$ cat src/rtl/glbb_pkg.sv
// shared types and constants for the greedy load balance binder
package glbb_pkg;

   localparam int ID_W      = 16;
   localparam int WL_W      = 32;
   localparam int THR_OUT_W = 4;
   localparam int CSR_W     = 5;

   typedef struct packed {
      logic [ID_W-1:0] id;
      logic [WL_W-1:0] wl;
   } task_entry_type;

   typedef enum logic [2:0] {
      ST_IDLE,
      ST_SCAN,
      ST_PLACE,
      ST_FIT_MUL,
      ST_FIT_CMP,
      ST_EMIT
   } glbb_state_type;

endpackage

$ cat src/rtl/glbb_fit_unit.sv
// shared capacity test: threads * (load + workload) <= total, product registered
module glbb_fit_unit #(
   parameter int LW = 39,
   parameter int CW = 5
) (
   input  logic                      clock,
   input  logic                      load_en,
   input  logic [LW-1:0]             thread_load,
   input  logic [glbb_pkg::WL_W-1:0] workload,
   input  logic [CW-1:0]             threads,
   input  logic [LW-1:0]             total,
   output logic                      fits
);
   import glbb_pkg::*;

   localparam int PW = LW + 1 + CW;

   logic [LW:0]   sum;
   logic [PW-1:0] prod_ff;
   logic [PW-1:0] prod_in;

   assign sum     = (LW+1)'(thread_load) + (LW+1)'(workload);
   assign prod_in = PW'(sum) * PW'(threads);

   always_ff @(posedge clock) begin
      if (load_en) begin
         prod_ff <= prod_in;
      end
   end

   assign fits = prod_ff <= PW'(total);
endmodule

$ cat config.mk
export PLATFORM = sky130hd
export DESIGN_NAME = glbb_fit_unit
export DESIGN_NICKNAME = d
export VERILOG_FILES = /design/src/rtl/glbb_pkg.sv /design/src/rtl/glbb_fit_unit.sv
export SDC_FILE = /design/constraint.sdc
export NUM_CORES = 1
export LEC_CHECK = 0
export BUFFER_PORTS_ARGS = -buffer_cell sky130_fd_sc_hd__clkbuf_2
export CAP_MARGIN = 0
export CELL_PAD_IN_SITES_DETAIL_PLACEMENT = 0
export CELL_PAD_IN_SITES_GLOBAL_PLACEMENT = 1
export CORE_ASPECT_RATIO = 0.5
export CORE_UTILIZATION = 47
export DETAILED_ROUTE_END_ITERATION = 8
export GPL_TIMING_DRIVEN = 0
export PLACE_DENSITY = 0.93
export SYNTH_ARGS = -nofsm -noshare
export SYNTH_HDL_FRONTEND = slang
export SYNTH_SLANG_ARGS = --single-unit
$ cat constraint.sdc
create_clock -name clock -period 8.6 [get_ports clock]
set_clock_uncertainty 0.15 [all_clocks]
set_input_delay 1.72 -clock clock [delete_from_list [all_inputs] [get_ports clock]]
set_output_delay 1.72 -clock clock [all_outputs]
set_load 0.02 [all_outputs]
==> impl_metrics.toml <==
[power_and_ir_drop]
leakagePower_nw = 5.83
p_per_area_nw_per_um2 = 338
peakVddDrop_v = 0.000176

[sta]
finalCritPeriodShare_pct = 94.9
maxSlewHeadroom_pct = 33.5
hold_viol_final = 0
setup-violations-final = 0
maxSlewViolCount = 0
tightest_slew_ns = 0.998
min_period_ns = 8.16
tns_ns = 0
rsz0062_at_grt = "no"
fmax_mhz = 123

[placement]
portBuffers = 113
gp_congestion = 0.911
post-dp-hpwl_mm = 23.8

[synth]
syn_area_um2 = 10700
synth_flop_cell = "edfxtp_1"
synth-seq-cells = 45
synthCells = 1274
yosys_warnings = 0
synth_nets = 1630
ys_types = 65
synth_area_per_cell_um2 = 8.43
synth-edff-count = 45
synth-async-reset-ratio_pct = 0
ys_seq_area_share_pct = 12.6

[die]
rows = 38
dieHeight_um = 109
fp.dieW_um = 216
core_area_um2 = 22100
dieArea_um2 = 23500
io_pins = 118
start_util_pct = 48.7

[detailed_routing]
wl_per_cell_um = 16.1
drt_wl_total_mm = 27.3
first_pass_iters = 5
drc = 0
viasPerCell = 5.37
ant_nets = 0
vias = 9098
drt_iter0_markers = 717

[final_layout]
regMostFlops = "prod_ff"
largest_reg_flops = 45
final_core_util_pct = 53.9
antenna_cells = 0
drive_gt1_share_pct = 10.5
synthToLayoutAreaGrowth_pct = 10.7
fillers = 2123
nNetsFinal = 1750
largestRegisters = "prod_ff: 45 flops"

[clock_tree]
cts.path.max_buffers = 2
htreeDepth = 2
cts.sinks = 45
cts_made_buffers = 5
cts_root_buf = "clkbuf_16"
cts_resized = 0
ctsHoldBuffers = 0
cts_setup_buffers = 0
clkTransAtPathRegs_ns = 0.06
tritoncts = "done"

[critical_path]
worstPathArrival_ns = 8.02
crit_fanout = 7
end_kind = "register"
cp_data_required_time_ns = 8.46
worstSetupPathType = "input port to register"
startpoint_type = "input port"

[grt]
grt_overflow_total = 0
grt_pass1_wl_mm = 45.3
track_usage_pct = 24.0
antenna_found_initial = 0
grt_max_degree = 46
grt_pass1_vias = 8894

[worst_hold_path]
holdPathStages = 3
min_to = "prod_ff[0]$_DFFE_PP_"
worstHoldPathType = "input port to register"
min-delay-start = "workload[0]"

[job]
max-cap-violations = 0

[status]
outcome = "complete, no violations"
cell usage after synthesis (all sizes together) (3+ instances only):
cell type	n	area, um2
a2111oi	3	26.3
a211oi	9	67.6
a21boi	5	37.5
a21o	35	263
a21oi	89	453
a221oi	7	73.8
a311oi	3	26.3
a31o	5	43.8
a31oi	5	31.3
a41oi	3	45.1
and2	131	820
and3	10	67.6
and4	4	35.0
buf	3	13.8
clkbuf	36	136
edfxtp	45	1350
fa	115	2300
ha	124	1550
inv	200	751
nand2	90	338
nand2b	22	138
nand3	21	110
nand4	21	131
nor2	40	150
nor2b	42	263
nor3	15	75.1
nor4	6	37.5
o2111ai	3	26.3
o211ai	7	57.6
o21a	11	82.6
o21ai	55	287
o21bai	9	67.6
or3	4	25.0
or4	3	22.5
xnor2	48	443
xor2	24	210
layout by cell type (no fill, tap or decap), types with 6 or more instances in the layout:
cell type | netlist | final
nand3_1 | 20 | 20
clkbuf_2 | 1 | 114
fa_1 | 115 | 115
xnor2_1 | 45 | 44
o21ai_1 | 7 | 7
xor2_1 | 24 | 24
o21ai_0 | 45 | 45
nor3_1 | 15 | 14
and2_1 | 131 | 131
o21bai_1 | 9 | 9
inv_1 | 200 | 200
o211ai_1 | 6 | 6
nand2b_1 | 22 | 22
a21oi_1 | 87 | 86
nand2_1 | 90 | 90
edfxtp_1 | 45 | 45
a211oi_1 | 9 | 9
nor2b_1 | 42 | 42
nand4_1 | 21 | 21
clkbuf_1 | 35 | 35
o21a_1 | 11 | 11
nor2_1 | 40 | 40
a21o_1 | 35 | 35
and3_1 | 9 | 9
ha_1 | 124 | 124
nor4_1 | 6 | 6
where the power goes:
group | switching, mW | internal (mW)
combinational | 2.03 | 1.23
sequential | 0.0408 | 0.489
clock | 0.0672 | 0.165
total | 2.14 | 1.89
routing by layer:
| layer | wire length (um) | up-vias | GRT usage (%) |
|---|---|---|---|
| li1 | - | 4502 | - |
| met2 | 10100 | 254 | 33.1 |
| met1 | 15300 | 4323 | 39.9 |
| met5 | 0 | - | 0 |
| met3 | 1670 | 19 | 2.26 |
| met4 | 226 | 0 | 3.14 |
critical path, stage by stage:
cell	delay, ns
clkbuf_2	0.08
ha_1	0.19
inv_1	0.07
fa_1	0.41
nor2b_1	0.20
o2111ai_1	0.18
a21o_1	0.25
and2_1	0.19
o21ai_0	0.23
xor2_1	0.36
and2_1	0.21
fa_1	0.44
fa_1	0.54
inv_1	0.05
fa_1	0.53
inv_1	0.05
ha_1	0.27
clkbuf_1	0.31
a21oi_1	0.18
o21ai_0	0.42
nor2_1	0.14
a21o_1	0.18
a31o_2	0.27
nor4_1	0.29
nor3_1	0.10
xnor2_1	0.15
cell type report:
cell class / count / area (um2) / share of cell area, %
clock buffer: 5 / 125 / 1.05
timing repair buffer: 113 / 566 / 4.75
buffer: 39 / 150 / 1.26
tap: 300 / 375 / 3.15
sequential: 45 / 1350 / 11.4
multi-input combinational: 990 / 8520 / 71.6
inverter: 200 / 751 / 6.31
clock inverter: 3 / 65.1 / 0.547
logic make-up (layout without fill, tap and decap cells):
| family | after synthesis | count (layout) | share of synthesized area [%] |
|---|---|---|---|
| mux | 1 | 1 | 0.0932 |
| xor+xnor | 72 | 72 | 6.08 |
| fa+ha+maj | 239 | 239 | 35.9 |
| compound gates | 263 | 263 | 16.0 |
| flops | 45 | 45 | 12.6 |
| buf+inv | 239 | 360 | 8.38 |
| simple gates | 415 | 415 | 21.1 |
stage by stage:
step	hold WS, ns	setup slack, ns	area, um2	cells	total power, mW
after floorplan	1.68	1.19	10700	1274	2.86
after global placement	2.13	0.125	11700	1687	3.66
after detailed placement	2.14	0.0740	11700	1687	3.72
after CTS	1.86	0.328	11900	1695	3.98
after global routing	1.91	0.0132	11900	1695	4.46
final	1.88	0.439	11900	1695	4.03
worst max path at each step:
stage | from | slack [ns] | cells after the start | endpoint
floorplan | thread_load[21] | 1.19 | 21 | prod_ff[44]$_DFFE_PP_
global placement | thread_load[0] | 0.13 | 27 | prod_ff[43]$_DFFE_PP_
detailed placement | thread_load[0] | 0.07 | 27 | prod_ff[43]$_DFFE_PP_
CTS | thread_load[0] | 0.33 | 27 | prod_ff[43]$_DFFE_PP_
global route | workload[0] | 0.01 | 26 | prod_ff[38]$_DFFE_PP_
finish | thread_load[0] | 0.44 | 26 | prod_ff[38]$_DFFE_PP_
(Power assumes the default switching activity.)
